**config.mk**
```make
export PLATFORM = sky130hd
export DESIGN_NAME = quoted_printable_decoder_flat
export DESIGN_NICKNAME = d
export VERILOG_FILES = /design/src/hw/rtl/qpd_pkg.sv /design/src/hw/rtl/qpd_ifs.sv /design/src/hw/rtl/qpd_decode.sv /design/src/hw/rtl/qpd_burst.sv /design/src/hw/rtl/quoted_printable_decoder.sv /design/src/flat_wrapper.sv
export SDC_FILE = /design/constraint.sdc
export NUM_CORES = 1
export LEC_CHECK = 0
export ABC_AREA = 1
export BUFFER_PORTS_ARGS = -buffer_cell sky130_fd_sc_hd__buf_4
export CAP_MARGIN = 20
export CORE_ASPECT_RATIO = 0.6
export CORE_UTILIZATION = 39
export DETAILED_ROUTE_END_ITERATION = 6
export PLACE_DENSITY_LB_ADDON = 0.3
export REMOVE_ABC_BUFFERS = 1
export SETUP_SLACK_MARGIN = 0.5
export SLEW_MARGIN = 20
export SYNTH_ARGS = -nofsm -noshare
export SYNTH_HDL_FRONTEND = slang
export SYNTH_SLANG_ARGS = --single-unit
```
**constraint.sdc**
```tcl
create_clock -name clock -period 8.4 [get_ports clock]
set_clock_uncertainty 0.15 [all_clocks]
set_input_delay 0.84 -clock clock [delete_from_list [all_inputs] [get_ports clock]]
set_output_delay 0.84 -clock clock [all_outputs]
set_load 0.005 [all_outputs]
```
**src/hw/rtl/qpd_pkg.sv**
```systemverilog
package qpd_pkg;

   // Characters the decoder looks for or produces
   localparam logic [7:0] CHAR_EQ = 8'h3D;
   localparam logic [7:0] CHAR_US = 8'h5F;
   localparam logic [7:0] CHAR_CR = 8'h0D;
   localparam logic [7:0] CHAR_LF = 8'h0A;
   localparam logic [7:0] CHAR_SP = 8'h20;

   // Most results one item can cause
   localparam int unsigned MAX_RESULTS = 3;

   // Where the decoder stands inside an escape or line break
   typedef enum logic [2:0] {
      PH_NORMAL = 3'd0,
      PH_EQ     = 3'd1,
      PH_HEX1   = 3'd2,
      PH_EQCR   = 3'd3,
      PH_CR     = 3'd4
   } qpd_phase_type;

   // Decoded item handed from the decoder to the result register
   typedef struct packed {
      logic                               load;
      logic [1:0]                         cnt;
      logic [MAX_RESULTS-1:0][7:0]        bytes;
      logic [MAX_RESULTS-1:0]             valids;
      logic                               fin;
   } qpd_load_type;

   // Outcome of one byte decoded as plain text
   typedef struct packed {
      logic [1:0]    cnt;
      logic [7:0]    b0;
      logic [7:0]    b1;
      qpd_phase_type phase;
   } qpd_norm_type;

   // Hex digit value; anything that is not a digit counts as zero
   function automatic logic [3:0] qpd_hex_value(input logic [7:0] c);
      logic [3:0] v;
      v = 4'd0;
      if (c >= 8'h30 && c <= 8'h39) begin
         v = 4'(c - 8'h30);
      end else if (c >= 8'h61 && c <= 8'h66) begin
         v = 4'(c - 8'h61 + 8'd10);
      end else if (c >= 8'h41 && c <= 8'h46) begin
         v = 4'(c - 8'h41 + 8'd10);
      end
      return v;
   endfunction

   // One byte in plain text phase
   function automatic qpd_norm_type qpd_normal_byte(input logic [7:0] b, input logic fin,
                                                    input logic hm);
      qpd_norm_type r;
      r.cnt   = 2'd0;
      r.b0    = 8'h00;
      r.b1    = 8'h00;
      r.phase = PH_NORMAL;
      priority if (b == CHAR_EQ) begin
         if (fin) begin
            r.cnt = 2'd1;
            r.b0  = CHAR_EQ;
         end else begin
            r.phase = PH_EQ;
         end
      end else if (b == CHAR_LF) begin
         r.cnt = 2'd2;
         r.b0  = CHAR_CR;
         r.b1  = CHAR_LF;
      end else if (b == CHAR_CR) begin
         r.phase = PH_CR;
      end else if (b == CHAR_US && hm) begin
         r.cnt = 2'd1;
         r.b0  = CHAR_SP;
      end else begin
         r.cnt = 2'd1;
         r.b0  = b;
      end
      return r;
   endfunction

endpackage

```
**src/hw/rtl/qpd_ifs.sv**
```systemverilog
// Input channel: one encoded byte per item
interface qpd_req_if;
   logic       valid;
   logic       ready;
   logic [7:0] in_byte;
   logic       final_byte;
   modport source(output valid, output in_byte, output final_byte, input ready);
   modport sink(input valid, input in_byte, input final_byte, output ready);
endinterface

// Result channel: one decoded byte or end marker per item
interface qpd_rsp_if;
   logic       valid;
   logic       ready;
   logic [7:0] out_byte;
   logic       byte_valid;
   logic       run_last;
   logic       message_end;
   modport source(output valid, output out_byte, output byte_valid, output run_last,
                  output message_end, input ready);
   modport sink(input valid, input out_byte, input byte_valid, input run_last,
                input message_end, output ready);
endinterface

// Register write channel
interface qpd_csr_if;
   logic valid;
   logic ready;
   logic header_mode;
   modport source(output valid, output header_mode, input ready);
   modport sink(input valid, input header_mode, output ready);
endinterface

```
**src/hw/rtl/qpd_decode.sv**
```systemverilog
module qpd_decode import qpd_pkg::*; (
   input  logic         clock,
   input  logic         reset,
   qpd_req_if.sink      req_chan,
   input  logic         header_mode,
   input  logic         free,
   output qpd_load_type ld
);

   logic          in_valid_ff, in_valid_in;
   logic [7:0]    in_byte_ff;
   logic          in_fin_ff;
   qpd_phase_type phase_ff, phase_in;
   logic [7:0]    held_ff, held_in;
   logic          accept, commit;

   logic [MAX_RESULTS-1:0][7:0] bytes;
   logic [MAX_RESULTS-1:0]      valids;
   logic [1:0]                  cnt;
   qpd_norm_type                nb;

   // Input register moves on when the result register can take its item
   assign commit         = in_valid_ff && free;
   assign req_chan.ready = !in_valid_ff || free;
   assign accept         = req_chan.valid && req_chan.ready;
   assign in_valid_in    = accept ? 1'b1 : (commit ? 1'b0 : in_valid_ff);

   always_ff @(posedge clock) begin
      if (reset) begin
         in_valid_ff <= 1'b0;
      end else begin
         in_valid_ff <= in_valid_in;
      end
      if (accept) begin
         in_byte_ff <= req_chan.in_byte;
         in_fin_ff  <= req_chan.final_byte;
      end
   end

   // Decode the held byte against the escape state
   always_comb begin
      nb       = qpd_normal_byte(in_byte_ff, in_fin_ff, header_mode);
      bytes    = '0;
      valids   = '1;
      cnt      = 2'd0;
      phase_in = PH_NORMAL;
      held_in  = held_ff;
      unique case (phase_ff)
         PH_EQ: begin
            priority if (in_byte_ff == CHAR_LF) begin
               phase_in = PH_NORMAL;
            end else if (in_byte_ff == CHAR_CR) begin
               phase_in = PH_EQCR;
            end else if (in_fin_ff) begin
               // trailing "=X" passes through literally
               bytes[0] = CHAR_EQ;
               bytes[1] = in_byte_ff;
               cnt      = 2'd2;
            end else begin
               held_in  = in_byte_ff;
               phase_in = PH_HEX1;
            end
         end
         PH_HEX1: begin
            bytes[0] = {qpd_hex_value(held_ff), qpd_hex_value(in_byte_ff)};
            cnt      = 2'd1;
            held_in  = 8'h00;
         end
         PH_EQCR: begin
            if (in_byte_ff != CHAR_LF) begin
               bytes[0] = nb.b0;
               bytes[1] = nb.b1;
               cnt      = nb.cnt;
               phase_in = nb.phase;
            end
         end
         PH_CR: begin
            // pending CR becomes CRLF; a following non-LF byte is plain text
            bytes[0] = CHAR_CR;
            bytes[1] = CHAR_LF;
            cnt      = 2'd2;
            if (in_byte_ff != CHAR_LF) begin
               bytes[2] = nb.b0;
               cnt      = 2'(2'd2 + nb.cnt);
               phase_in = nb.phase;
            end
         end
         default: begin
            bytes[0] = nb.b0;
            bytes[1] = nb.b1;
            cnt      = nb.cnt;
            phase_in = nb.phase;
         end
      endcase
      // end of message: bare marker if nothing came out, state back to plain text
      if (in_fin_ff) begin
         if (cnt == 2'd0) begin
            cnt    = 2'd1;
            valids = '0;
         end
         phase_in = PH_NORMAL;
         held_in  = 8'h00;
      end
   end

   assign ld.load   = commit && (cnt != 2'd0);
   assign ld.cnt    = cnt;
   assign ld.bytes  = bytes;
   assign ld.valids = valids;
   assign ld.fin    = in_fin_ff;

   // Escape state advances once per decoded item
   always_ff @(posedge clock) begin
      if (reset) begin
         phase_ff <= PH_NORMAL;
         held_ff  <= 8'h00;
      end else if (commit) begin
         phase_ff <= phase_in;
         held_ff  <= held_in;
      end
   end

   a_fin_resets_phase: assert property (@(posedge clock) disable iff (reset)
      commit && in_fin_ff |=> phase_ff == PH_NORMAL && held_ff == 8'h00)
      else $error("escape state not cleared after last byte");

   a_hex_one_result: assert property (@(posedge clock) disable iff (reset)
      commit && phase_ff == PH_HEX1 |-> ld.load && ld.cnt == 2'd1)
      else $error("hex escape did not give exactly one byte");

endmodule

```
**src/hw/rtl/qpd_burst.sv**
```systemverilog
module qpd_burst import qpd_pkg::*; (
   input  logic         clock,
   input  logic         reset,
   input  qpd_load_type ld,
   output logic         free,
   qpd_rsp_if.source    rsp_chan
);

   logic [1:0]                  rem_ff, rem_in;
   logic [MAX_RESULTS-1:0][7:0] byte_ff;
   logic [MAX_RESULTS-1:0]      bv_ff;
   logic                        fin_ff;
   logic                        pop;

   // Room for a new item once the last pending result leaves
   assign pop  = rsp_chan.valid && rsp_chan.ready;
   assign free = (rem_ff == 2'd0) || (rem_ff == 2'd1 && rsp_chan.ready);

   always_comb begin
      rem_in = rem_ff;
      if (ld.load) begin
         rem_in = ld.cnt;
      end else if (pop) begin
         rem_in = 2'(rem_ff - 2'd1);
      end
   end

   // Results leave from slot 0; the rest shift down on each take
   always_ff @(posedge clock) begin
      if (reset) begin
         rem_ff <= 2'd0;
      end else begin
         rem_ff <= rem_in;
      end
      if (ld.load) begin
         byte_ff <= ld.bytes;
         bv_ff   <= ld.valids;
         fin_ff  <= ld.fin;
      end else if (pop) begin
         byte_ff <= {8'h00, byte_ff[MAX_RESULTS-1:1]};
         bv_ff   <= {1'b0, bv_ff[MAX_RESULTS-1:1]};
      end
   end

   assign rsp_chan.valid       = rem_ff != 2'd0;
   assign rsp_chan.out_byte    = byte_ff[0];
   assign rsp_chan.byte_valid  = bv_ff[0];
   assign rsp_chan.run_last    = rem_ff == 2'd1;
   assign rsp_chan.message_end = (rem_ff == 2'd1) && fin_ff;

   a_load_when_free: assert property (@(posedge clock) disable iff (reset)
      ld.load |-> rem_ff == 2'd0 || (rem_ff == 2'd1 && pop))
      else $error("result register overwritten while results pending");

   a_marker_alone: assert property (@(posedge clock) disable iff (reset)
      rsp_chan.valid && !rsp_chan.byte_valid |-> rsp_chan.run_last && rsp_chan.message_end)
      else $error("end marker not the only result of the last byte");

endmodule

```
**src/hw/rtl/quoted_printable_decoder.sv**
```systemverilog
// Quoted-printable decoder.
// req_chan carries one encoded byte per item (in_byte, final_byte marks the
// last byte of a message). rsp_chan carries decoded bytes one per item, with
// run_last on the last result of an input byte and message_end on the final
// result of the message; byte_valid low marks a bare end marker.
// csr_chan writes header_mode (underscore becomes space); it is always
// ready. The user must write it only while the decoder is idle; the
// block itself does not enforce it. An accepted item waits in the input
// register until the result register is free, then is decoded into it.
// Throughput: one input byte per cycle while each byte gives at most one
// result and the receiver is ready. A byte that gives several results holds
// the result register until its last result is taken; input waits behind it.
// The input register keeps taking an item while results wait on a stalled
// receiver; after that the input stalls until the result register drains.
// Reset clears both registers, the escape state and header_mode.
module quoted_printable_decoder import qpd_pkg::*; (
   input  logic      clock,
   input  logic      reset,
   qpd_req_if.sink   req_chan,
   qpd_rsp_if.source rsp_chan,
   qpd_csr_if.sink   csr_chan
);

   logic         header_mode_ff;
   logic         free;
   qpd_load_type ld;

   // Configuration register
   assign csr_chan.ready = 1'b1;

   always_ff @(posedge clock) begin
      if (reset) begin
         header_mode_ff <= 1'b0;
      end else if (csr_chan.valid && csr_chan.ready) begin
         header_mode_ff <= csr_chan.header_mode;
      end
   end

   qpd_decode u_decode (
      .clock       (clock),
      .reset       (reset),
      .req_chan    (req_chan),
      .header_mode (header_mode_ff),
      .free        (free),
      .ld          (ld)
   );

   qpd_burst u_burst (
      .clock    (clock),
      .reset    (reset),
      .ld       (ld),
      .free     (free),
      .rsp_chan (rsp_chan)
   );

endmodule
```
**src/flat_wrapper.sv**
```systemverilog
// flat-port wrapper written by rule: the top's interface ports become plain ports
module quoted_printable_decoder_flat import qpd_pkg::*;
  (clock, reset, req_chan_valid, req_chan_in_byte, req_chan_final_byte, req_chan_ready, rsp_chan_valid, rsp_chan_out_byte, rsp_chan_byte_valid, rsp_chan_run_last, rsp_chan_message_end, rsp_chan_ready, csr_chan_valid, csr_chan_header_mode, csr_chan_ready);
  qpd_req_if req_chan_i ();
  qpd_rsp_if rsp_chan_i ();
  qpd_csr_if csr_chan_i ();
  input  logic clock;
  input  logic reset;
  input wire logic [$bits(req_chan_i.valid)-1:0] req_chan_valid;
  input wire logic [$bits(req_chan_i.in_byte)-1:0] req_chan_in_byte;
  input wire logic [$bits(req_chan_i.final_byte)-1:0] req_chan_final_byte;
  output wire logic [$bits(req_chan_i.ready)-1:0] req_chan_ready;
  output wire logic [$bits(rsp_chan_i.valid)-1:0] rsp_chan_valid;
  output wire logic [$bits(rsp_chan_i.out_byte)-1:0] rsp_chan_out_byte;
  output wire logic [$bits(rsp_chan_i.byte_valid)-1:0] rsp_chan_byte_valid;
  output wire logic [$bits(rsp_chan_i.run_last)-1:0] rsp_chan_run_last;
  output wire logic [$bits(rsp_chan_i.message_end)-1:0] rsp_chan_message_end;
  input wire logic [$bits(rsp_chan_i.ready)-1:0] rsp_chan_ready;
  input wire logic [$bits(csr_chan_i.valid)-1:0] csr_chan_valid;
  input wire logic [$bits(csr_chan_i.header_mode)-1:0] csr_chan_header_mode;
  output wire logic [$bits(csr_chan_i.ready)-1:0] csr_chan_ready;
  assign req_chan_i.valid = req_chan_valid;
  assign req_chan_i.in_byte = req_chan_in_byte;
  assign req_chan_i.final_byte = req_chan_final_byte;
  assign req_chan_ready = req_chan_i.ready;
  assign rsp_chan_valid = rsp_chan_i.valid;
  assign rsp_chan_out_byte = rsp_chan_i.out_byte;
  assign rsp_chan_byte_valid = rsp_chan_i.byte_valid;
  assign rsp_chan_run_last = rsp_chan_i.run_last;
  assign rsp_chan_message_end = rsp_chan_i.message_end;
  assign rsp_chan_i.ready = rsp_chan_ready;
  assign csr_chan_i.valid = csr_chan_valid;
  assign csr_chan_i.header_mode = csr_chan_header_mode;
  assign csr_chan_ready = csr_chan_i.ready;
  quoted_printable_decoder u_core (.clock(clock), .reset(reset), .req_chan(req_chan_i), .rsp_chan(rsp_chan_i), .csr_chan(csr_chan_i));
endmodule
```
## Yosys cells after proc, flatten, opt, wreduce, memory -nomap -nowiden

Cells that the tools add are included.

| operators by class | value |
|---|---|
| add/subtract/negate cells | 12 |
| magnitude comparators | 12 |
| equal/unequal tests | 12 |
| muxes and demuxes | 51 |
| reductions and logical operators | 25 |

Operator list:

| kind | number |
|---|---|
| $mux 16 | 4 |
| $pmux 8 s4 | 2 |
| $mux 24 | 2 |
| $mux 8 | 6 |
| $ge 8x7->1 const B | 4 |
| $le 8x7->1 const B | 4 |
| $mux 4 | 8 |
| $mux 10 | 3 |
| $mux 3 | 9 |
| $sub 4x1->4 const B | 6 |
| $mux 2 | 10 |
| $add 4x4->4 const B | 4 |
| $eq 8x4->1 const B | 2 |
| $ge 8x6->1 const B | 2 |
| $le 8x6->1 const B | 2 |
| $pmux 8 s2 | 1 |
| $logic_and 1x1->1 | 13 |
| $mux 9 | 1 |
| $pmux 3 s3 | 1 |
| $eq 8x6->1 const B | 1 |
| $eq 8x7->1 const B | 1 |
| $ne 8x4->1 const B | 1 |
| $pmux 2 s4 | 1 |
| $reduce_bool 2->1 | 4 |
| other kinds (14) | 20 |

| word-level totals | value |
|---|---|
| flip-flop bits (word level) | 52 |
| input port bits | 15 |
| output and inout bits | 14 |
| word-level logic and storage cells | 124 |

## Longest topological paths before layout

Gate-level depths: netlist of run 1.

| logic depth | value |
|---|---|
| depth in word-level cells | 15 |
| depth in mapped cells | 15 |
| mapped depth without buffers | 14 |

## Modules after synthesis

Synthesis of run 1 repeated with hierarchy kept, for this count alone.

| unflattened totals | value |
|---|---|
| cells, all modules | 414 |
| area, all modules | 3,150.5 um2 |

Modules (own cells, without submodules):

| module | instances | cells each | area each (um2) | seq. area each (um2) |
|---|---|---|---|---|
| qpd_decode | 1 | 262 | 1,715.4 | 510.5 |
| qpd_burst | 1 | 143 | 1,378.8 | 880.8 |
| quoted_printable_decoder | 1 | 9 | 56.3 | 20.0 |

## Worst setup path before layout of run 1

Ideal clock, no wire load.

| path | value |
|---|---|
| path kind | input -> register |
| start point | input rsp_chan_ready |
| end point | register u_core.u_burst.bv_ff[0], enable pin |
| library setup time | 0.384 ns |
| arrival | 2.466 ns |
| slack | 5.400 ns |
| stages on the path | 9 |
| path buffers | 1 |
| cell sequence | a21oi_1 > nor2_2 > inv_1 > nor2_1 > inv_1 > nand2_8 > inv_8 > buf_12 > nand2_1 |

| on the way | value |
|---|---|
| cells in the longest elaborated chain, start to end | 5 |
| elaborated cells between the ends (all ways) | 6 |

RTL lines:

| element | line | text |
|---|---|---|
| start: declaration | flat_wrapper.sv:18 | `input wire logic [$bits(rsp_chan_i.ready)-1:0] rsp_chan_ready;` |
| $logic_and 1x1->1 | qpd_burst.sv:17 | `assign free = (rem_ff == 2'd0) \|\| (rem_ff == 2'd1 && rsp_chan.ready);` |
| $logic_or 1x1->1 | qpd_burst.sv:17 |  |
| $logic_and 1x1->1 | qpd_decode.sv:23 | `assign commit = in_valid_ff && free;` |
| $logic_and 1x1->1 | qpd_decode.sv:106 | `assign ld.load = commit && (cnt != 2'd0);` |
| $reduce_bool 2->1 (no line) * | n/a |  |
| end signal: assignment | qpd_burst.sv:37 | `bv_ff <= ld.valids;` |
| end signal: assignment | qpd_burst.sv:41 | `bv_ff <= {1'b0, bv_ff[MAX_RESULTS-1:1]};` |
| end: declaration | qpd_burst.sv:11 | `logic [MAX_RESULTS-1:0] bv_ff;` |

Mark *: on every way between the ends. The rest lies on a longest branch, timed or not.
A chain may end at the register's enable or synchronous reset.

## Worst setup path after layout of run 1

| path | value |
|---|---|
| start point | register u_core.u_decode.in_byte_ff[0] |
| end point | register u_core.u_burst.byte_ff, in the netlist u_core.u_burst.rsp_chan.out_byte[5], enable pin |

| on the way | value |
|---|---|
| cells in the longest elaborated chain, start to end | 13 |
| elaborated cells between the ends (all ways) | 19 |

RTL lines:

| element | line | text |
|---|---|---|
| start: declaration | qpd_decode.sv:11 | `logic [7:0] in_byte_ff;` |
| start signal: assignment | qpd_decode.sv:35 | `in_byte_ff <= req_chan.in_byte;` |
| $eq 8x4->1 | qpd_pkg.sv:72, qpd_decode.sv:52 |  |
| $mux 10 | qpd_pkg.sv:72 | `end else if (b == CHAR_CR) begin` |
| $mux 10 | qpd_pkg.sv:68 | `end else if (b == CHAR_LF) begin` |
| $mux 10 | qpd_pkg.sv:61 | `priority if (b == CHAR_EQ) begin` |
| $add 2x2->2 | qpd_decode.sv:84 | `cnt = 2'(2'd2 + nb.cnt);` |
| $mux 2 | qpd_decode.sv:82 | `if (in_byte_ff != CHAR_LF) begin` |
| $pmux 2 s4 * | qpd_decode.sv:48 | `unique case (phase_ff)` |
| $logic_not 2->1 | qpd_decode.sv:97 | `if (cnt == 2'd0) begin` |
| $mux 2 | qpd_decode.sv:97 |  |
| $mux 2 * | qpd_decode.sv:96 | `if (in_fin_ff) begin` |
| $reduce_bool 2->1 * | qpd_decode.sv:106 |  |
| $logic_and 1x1->1 * | qpd_decode.sv:106 |  |
| $reduce_bool 2->1 (no line) * | n/a |  |
| end signal: assignment | qpd_burst.sv:36 | `byte_ff <= ld.bytes;` |
| end signal: assignment | qpd_burst.sv:40 | `byte_ff <= {8'h00, byte_ff[MAX_RESULTS-1:1]};` |
| end: declaration | qpd_burst.sv:10 | `logic [MAX_RESULTS-1:0][7:0] byte_ff;` |

Marked as above.

==> impl_metrics.tcl, run 1 <==
set metrics [dict create \
    row_count 24 \
    antenna_found_initial 0 \
    clkTransAtPathRegs_ns 0.07 \
    tightestPinTransition_ns 0.603 \
    clock.fmax_mhz 337 \
    fp.dieW_um 116 \
    p_int_w 0.000526 \
    r2r_start "u_core.u_decode.in_byte_ff[0]" \
    syn_area_per_cell_um2 8.37 \
    switching_share_pct 26.9 \
    yosysSeqAreaShare_pct 46.5 \
    arrival_ns 2.74 \
    groute.usage.overall_pct 18.8 \
    final_cell_mix "nand2_1, inv_1, edfxtp_1" \
    layout.nets 409 \
    drtAntennaViolNets 0 \
    drt_pre_antenna_iters 4 \
    setup_tns_ns 0 \
    wl_um 6810 \
    overflow 0 \
    antenna_cells 0 \
    grt_max_degree 28 \
    synth_top_area_share_pct 36.6 \
    num_vias 2388 \
    yosysUniqueCellTypes 35 \
    dpl.cell_count 481 \
    p_sw_w 0.000193 \
    layout_commonest_cell "nand2_1" \
    final-hold-violation-count 0 \
    worst_setup_path_start_kind "register" \
    status "finished, final reports clean" \
    wl_per_cell_um 13.9 \
    timing.rr.end "u_core.u_burst.rsp_chan.out_byte[5]" \
    fin_hold_ws_ns 0.336 \
    min_period_ns 2.96 \
    slew_headroom_pct 59.6 \
    post-cts-setup-buffer-count 0 \
    die_y_um 70.4 \
    cts-root-buf "clkbuf_16" \
    power_frac_clock_pct 32.1 \
    peakVddDrop_mv 0.0855 \
    worst_skew_pair.late_latency_ns 0.30 \
    power_per_cell_area_mw_per_mm2 210 \
    finalCritPeriodShare_pct 35.3 \
    path_max_fanout 27 \
    end_kind "register" \
    placed_area_mm2 0.00326 \
    yosys_warnings 0 \
    synth_seq_cells 52 \
    area_growth_pct 12.8 \
    preCtsSetupSlack_ns 4.98 \
    critPathKind "register to register" \
    synth_cells 363 \
    min_from "u_core.u_decode.held_ff[6]" \
    worstRegToRegCells 12 \
    gp_congestion 0.949 \
    min_to "u_core.u_decode.held_ff[6]" \
    pin_count 29 \
    clock-sinks 52 \
    worstHoldPathType "register to register" \
    finalInstanceArea_mm2 0.00343 \
    tritoncts "built" \
    dp_hpwl_um 5200 \
    cts_hold_buf 0 \
    required_ns 8.18 \
    viasPerCell 4.88 \
    reg2reg_slack_ns 5.44 \
    slew_viol_final 0 \
    htree_num_levels 2 \
    final_cells 489 \
    worstHoldPathCells 2 \
    cts_made_buffers 5 \
    setup_viol 0 \
    synthesis.area_mm2 0.00304 \
    cts_resized 0 \
    p_seq_share_pct 49.0 \
    grt_pass1_wl_um 11400 \
    drc 0 \
    synth.area.top_cells "edfxtp_1, nand2_1, dfxtp_1" \
    start_util_pct 41.1 \
    p_leak_nw 1.50 \
    drv_cap 0 \
    yosys.area.top_type "edfxtp_1" \
    drive_gt1_share_pct 16.6 \
    first_iter_violations 214 \
    cts_buffer_depth 2 \
    combPwrFrac_pct 18.9 \
    grt_pass1_vias 2219 \
    core_mm2 0.00739 \
    rsz0062_at_grt "no" \
    portBuffers 27 \
    fin_ws_ns 5.44 \
    die_area_mm2 0.00816 \
]
==> worst max-delay path by stage <==
stage          cells past startpoint                                   to  slack, ns                           from
2_1_floorplan                      8              u_core.u_burst.bv_ff[0]       5.48                 rsp_chan_ready
3_3_place_gp                       9           u_core.u_burst.byte_ff[22]       5.02                 rsp_chan_ready
3_5_place_dp                       9  u_core.u_burst.rsp_chan.out_byte[7]       4.98                 rsp_chan_ready
4_1_cts                           13  u_core.u_burst.rsp_chan.out_byte[7]       5.03  u_core.u_decode.in_byte_ff[1]
5_1_grt                           12  u_core.u_burst.rsp_chan.out_byte[4]       5.18  u_core.u_decode.in_byte_ff[0]
6_report                          12  u_core.u_burst.rsp_chan.out_byte[5]       5.44  u_core.u_decode.in_byte_ff[0]
==> flip-flops by register name, indices dropped and copies added (netlist names), 2 cells and up <==
register,count
u_core.u_decode.phase_ff,3
u_core.u_burst.byte_ff,16
u_core.u_burst.rem_ff,2
u_core.u_burst.rsp_chan.out_byte,8
u_core.u_burst.bv_ff,3
u_core.u_decode.held_ff,8
u_core.u_decode.in_byte_ff,8
==> per-stage QoR <==
step | util [%] | total power [W]
6_report | 46.4 | 0.000719
5_1_grt | 46.4 | 0.000755
4_1_cts | 46.3 | 0.000725
3_5_place_dp | 44.1 | 0.000494
3_3_place_gp | 44.1 | 0.000494
2_1_floorplan | - | 0.000436
==> cell usage after synthesis, drive strengths merged <==
cell,number
a31oi,1
o211ai,1
inv,47
ha,10
o32ai,1
nand2,116
a21oi,23
a22oi,1
buf,12
o21ai,19
edfxtp,37
nand4,4
clkbuf,1
nand3,31
o31ai,1
a21boi,1
nor3,5
nand3b,1
xor2,2
dfxtp,15
conb,1
nor2,33
==> critical path, cell delays in order, from the launching register on <==
cell and delay [ns]:
edfxtp_1 0.52, inv_1 0.21, ha_1 0.17, nand3_1 0.11, inv_1 0.13, nand2_4 0.11, nor2_1 0.23, nor2_4 0.07
nand3_2 0.08, nand2_4 0.10, nand2_8 0.15, inv_8 0.08, nand2_2 0.46
==> layout make-up <==
type | instances | area, um2
clock buffer | 7 | 133
clock inverter | 1 | 30.0
fill | 732 | 3960
inverter | 47 | 184
multi-input combinational | 251 | 1340
sequential | 52 | 1410
tap | 104 | 130
timing repair buffer | 27 | 203
==> power by group through the flow <==
stage / logic [W] / registers, W / clock network (W)
2_1_floorplan: 0.0000824 / 0.000354 / 0
3_3_place_gp: 0.000135 / 0.000359 / 0
3_5_place_dp: 0.000136 / 0.000358 / 0
4_1_cts: 0.000137 / 0.000353 / 0.000235
5_1_grt: 0.000156 / 0.000357 / 0.000243
6_report: 0.000136 / 0.000352 / 0.000231
==> cells by family (layout without fill, tap and decap cells) <==
family	after synthesis	in the layout	share of synthesized area, %
other cells	1	1	0.123
compound gates	48	48	8.40
flops	52	52	46.5
fa+ha+maj	10	10	4.12
xor+xnor	2	2	0.577
simple gates	190	190	30.6
buf+inv	60	82	9.68
==> metal layers <==
layer  global-route usage [%]  wire, um  vias up
li1                         -         -     1220
met1                     30.0      3820     1066
met2                     23.4      2450       93
met3                     5.03       431        9
met4                     6.84       109        0
met5                        0         0        -
Note: power is estimated with default switching activity, not from simulation.
==> run 2, diff against run 1 <==
- clock period: 8.4 -> 2.54 ns (I/O delays scaled with it)
==> run 2 against run 1 <==
  * Critical path depth did not move
  * Global-route usage is 1.6 points higher
  * Cell count increased by 12%
  * Hold slack lost 0.29 ns
  * Design area is 22% higher
  * Fmax rose by 31%
  * Setup slack lost 5.2 ns
  * Register-to-register slack got worse by 5.2 ns
  * Critical path type unchanged
  * Critical endpoint is now u_core.u_burst.rsp_chan.out_byte[0]
  * Largest cell class is now multi-input combinational cells
==> impl_metrics.tcl, run 2 (same netlist as run 1, synthesis figures left out) <==
set metrics [dict create \
    drtAntennaViolNets 0 \
    placed_area_mm2 0.00342 \
    clock.fmax_mhz 442 \
    wl_um 8030 \
    slowest_delay_ns 0.46 \
    power_per_cell_area_mw_per_mm2 620 \
    portBuffers 27 \
    cts_made_buffers 5 \
    end_kind "register" \
    gp_congestion 0.941 \
    tritoncts "built" \
    pin_count 29 \
    antenna_cells 0 \
    grt_pass1_vias 2407 \
    layout.nets 467 \
    arrival_ns 2.17 \
    overflow 0 \
    drt_pre_antenna_iters 5 \
    required_ns 2.44 \
    final-hold-violation-count 0 \
    die_area_mm2 0.00816 \
    rsz0062_at_grt "yes" \
    layout_commonest_cell "nand2_1" \
    drive_gt1_share_pct 35.0 \
    largest_reg_flops 16 \
    num_vias 2707 \
    fin_hold_ws_ns 0.0463 \
    finalCritPeriodShare_pct 89.2 \
    final_cells 547 \
    path_max_fanout 4 \
    cts_buffer_depth 2 \
    p_leak_nw 1.80 \
    grt_max_degree 19 \
    start_util_pct 41.1 \
    status "finished, final reports clean" \
    grt_pass1_wl_um 12300 \
    core_mm2 0.00739 \
    dpl.cell_count 500 \
    viasPerCell 4.95 \
    cts-root-buf "clkbuf_16" \
    worst_path_most_repeated_cell "buf_4" \
    antenna_found_initial 0 \
    slew_viol_final 0 \
    htree_num_levels 2 \
    clkTransAtPathRegs_ns 0.07 \
    critPathKind "register to register" \
    peakVddDrop_mv 0.304 \
    drc 0 \
    cpLargestDelayFamily "compound AO/OA/AOI/OAI gates" \
    clock-sinks 52 \
    first_iter_violations 219 \
    min_period_ns 2.26 \
    worstHoldPathType "primary input to register" \
    regMostFlops "u_core.u_burst.byte_ff" \
    fp.dieW_um 116 \
    path_buf_inv 5 \
    final_cell_mix "nand2_1, buf_4, edfxtp_1" \
    groute.usage.overall_pct 20.4 \
    finalInstanceArea_mm2 0.00416 \
    wl_per_cell_um 14.7 \
    dp_hpwl_um 5500 \
    die_y_um 70.4 \
    setup_viol 0 \
    area_growth_pct 37.0 \
    worst_setup_path_start_kind "register" \
    drv_cap 0 \
    worst_skew_pair.late_latency_ns 0.30 \
    path_cells "buf_6 -> ha_4 -> inv_4 -> buf_4 -> buf_4 -> nand3b_1 -> nand3_2 -> inv_2 -> o21ai_2 -> a21oi_2 -> o31ai_2 -> nand2_1" \
    critPathSlowestCell "edfxtp_1" \
    setup_tns_ns 0 \
    row_count 24 \
]
run 2: cell count changes in the layout (fill, tap and decap cells not counted), sizes merged:
cell / previous run / this run
clkinv: 0 / 1
bufinv: 1 / 0
dlygate4sd3: 0 / 10
clkbuf: 7 / 6
buf: 27 / 75
clkinvlp: 0 / 1
run 2: cell type report:
class	count	area (um2)
fill	677	3220
inverter	47	186
multi-input combinational	251	1520
clock inverter	2	11.3
tap	104	130
timing repair buffer	85	778
clock buffer	6	129
sequential	52	1410
run 2: path summary, 6_finish.rpt:
check	to	depth (start not counted)	slack, ns	start
setup / recovery	u_core.u_burst.rsp_chan.out_byte[0]	12	0.28	u_core.u_decode.in_byte_ff[0]
hold / removal	u_core.header_mode_ff	3	0.05	csr_chan_header_mode
setup reg to reg	u_core.u_burst.rsp_chan.out_byte[0]	12	0.28	u_core.u_decode.in_byte_ff[0]
hold reg to reg	u_core.u_decode.held_ff[6]	2	0.34	u_core.u_decode.held_ff[6]
run 2: repair_timing:
action | 4_1_cts | 5_1_grt
hold buffers | 10 | 0
endpoints found under the setup margin | 57 | 65
endpoints found under the hold margin | 10 | 0
resized for setup | 39 | 33
pin swaps | 11 | 22
setup buffers | 21 | 5
gates cloned | 3 | 0
run 2: power by group:
part           internal (W)  switching [W]
Clock              0.000363       0.000303
Combinational      0.000379       0.000383
Sequential          0.00110      0.0000522
Total               0.00184       0.000738
run 2: routing by layer:
layer / up-vias / share of wire [%] / global-route usage, % / wire length, um
met1: 1263 / 50 / 31.4 / 4040
li1: 1336 / - / - / -
met2: 100 / 42 / 28.1 / 3400
met5: - / 0 / 0 / 0
met3: 8 / 6.4 / 4.86 / 516
met4: 0 / 0.97 / 5.13 / 78
run 2: worst register-to-register path: stages, from the launching register on:
cell and delay (ns):
edfxtp_1 0.46, buf_6 0.16, ha_4 0.15, inv_4 0.06, buf_4 0.09, buf_4 0.09, nand3b_1 0.10, nand3_2 0.14
inv_2 0.06, o21ai_2 0.12, a21oi_2 0.06, o31ai_2 0.30, nand2_1 0.08
run 2: stage by stage:
stage	utilization [%]	power (W)	setup slack, ns
global route	56.4	0.00270	0.207
floorplan	-	0.00144	-0.292
global placement	46.2	0.00169	0.118
detailed placement	46.2	0.00170	0.0363
CTS	54.5	0.00255	0.294
finish	56.4	0.00258	0.275
==> run 3, diff against run 2 <==
- CELL_PAD_IN_SITES_DETAIL_PLACEMENT: default -> 1
- CELL_PAD_IN_SITES_GLOBAL_PLACEMENT: default -> 1
- CTS_BUF_LIST: default -> sky130_fd_sc_hd__clkbuf_8
==> run 3 against run 2 <==
  * Routed wire length rose by 12%
  * First-iteration DRC count decreased by 32%
  * Critical path depth is 2 higher
  * Critical endpoint is now u_core.u_burst.byte_ff[16]
==> impl_metrics.tcl, run 3 (same netlist as run 1, synthesis figures left out) <==
set metrics [dict create \
    status "finished, final reports clean" \
    drc 0 \
    gr-max-usage-layer "met2" \
    power_per_cell_area_mw_per_mm2 591 \
    final_cell_mix "nand2_1, buf_4, inv_1" \
    pin_count 29 \
    fin_util_pct 54.6 \
    core_mm2 0.00739 \
    wl_um 8960 \
    required_ns 2.48 \
    use_met1_pct 32.3 \
    fillers 888 \
    end_kind "register" \
    dp_hpwl_um 6290 \
    worstRegToRegCells 14 \
    finalInstanceArea_mm2 0.00404 \
    row_count 24 \
    grt_pass1_wl_um 14000 \
    area_growth_pct 32.8 \
    tritoncts "built" \
    die_y_um 70.4 \
    slew_viol_final 0 \
    num_vias 2744 \
    final-hold-violation-count 0 \
    slew_headroom_pct 63.9 \
    finalCritPeriodShare_pct 92.0 \
    fp.dieW_um 116 \
    min_period_ns 2.34 \
    arrival_ns 2.28 \
    drive_gt1_share_pct 29.4 \
    peakVddDrop_mv 0.203 \
    overflow 0 \
    grt_max_degree 19 \
    drv_cap 0 \
    rsz0062_at_grt "yes" \
    placed_area_mm2 0.00340 \
    layout_commonest_cell "nand2_1" \
    clock.fmax_mhz 428 \
    cts_made_buffers 5 \
    setup_viol 0 \
    worst_setup_path_start_kind "register" \
    worstHoldPathType "primary input to register" \
    regMostFlops "u_core.u_burst.byte_ff" \
    layout.nets 463 \
    clkTransAtPathRegs_ns 0.09 \
    largest_reg_flops 16 \
    start_util_pct 41.1 \
    groute.usage.overall_pct 22.8 \
    die_area_mm2 0.00816 \
    tightestPinTransition_ns 0.538 \
    worstHoldPathCells 3 \
    grt_pass1_vias 2747 \
    drtAntennaViolNets 0 \
    met3_usage_pct 4.69 \
    first_iter_violations 148 \
    antenna_cells 0 \
    gp_congestion 0.878 \
    portBuffers 27 \
    critPathKind "register to register" \
    cts_buffer_depth 2 \
    clock-sinks 52 \
    setup_tns_ns 0 \
    drt_pre_antenna_iters 4 \
    path_max_fanout 6 \
    wl_per_cell_um 16.5 \
    htree_num_levels 2 \
    worst_skew_pair.late_latency_ns 0.31 \
    use_met2_pct 35.5 \
    p_leak_nw 1.78 \
    viasPerCell 5.05 \
    antenna_found_initial 0 \
    cts-root-buf "clkbuf_8" \
]
[run 3: report_power, final]
part	switching (W)	internal, W
clock	0.000277	0.000185
sequential	0.0000523	0.00110
combinational	0.000389	0.000385
total	0.000719	0.00167
[run 3: worst max-delay path, stage by stage (launching register included)]
cell,delay [ns]
edfxtp_1,0.47
buf_4,0.18
nor2_4,0.10
nand2_2,0.09
inv_2,0.09
nand2_4,0.10
nand3_4,0.11
nand2_4,0.06
nor2_4,0.12
nand3_2,0.09
nand2_4,0.10
nand2_8,0.09
clkinv_8,0.09
nand2_8,0.08
clkbuf_16,0.18
[run 3: per-stage QoR]
step,instances,hold slack [ns],setup WS [ns],total power (W)
finish,543,0.0253,0.203,0.00239
global route,543,0.0455,0.0917,0.00251
CTS,527,0.0183,0.252,0.00229
detailed placement,496,0.284,0.0154,0.00171
global placement,496,0.283,0.152,0.00169
floorplan,350,0.173,-0.292,0.00144
[run 3: timing repair]
action,in CTS,in global routing
resized for setup,16,26
setup buffers,11,13
gates cloned,2,3
hold endpoints to repair,10,0
pin swaps,5,10
endpoints found under the setup margin,65,65
hold buffers,10,0
[run 3: final timing paths]
path / from / to / slack, ns
worst max-delay path: u_core.u_decode.in_byte_ff[7] / u_core.u_burst.byte_ff[16] / 0.20
worst min-delay path: csr_chan_header_mode / u_core.header_mode_ff / 0.03
worst max register to register: u_core.u_decode.in_byte_ff[7] / u_core.u_burst.byte_ff[16] / 0.20
worst min register to register: u_core.u_decode.held_ff[5] / u_core.u_decode.held_ff[5] / 0.35
[run 3: layout make-up]
class	instances	area, um2	share of cell area, %
Timing Repair Buffer	81	767	19.0
Inverter	47	191	4.74
Tap cell	104	130	3.22
Multi-Input combinational cell	251	1460	36.1
Clock buffer	5	68.8	1.71
Clock inverter	3	11.3	0.279
Sequential cell	52	1410	35.0
[run 3: routing by layer]
| metal | vias to the layer above | wire length (um) |
|---|---|---|
| met2 | 63 | 4160 |
| met3 | 9 | 438 |
| li1 | 1325 | - |
| met4 | 0 | 71 |
| met1 | 1347 | 4290 |
| met5 | - | 0 |
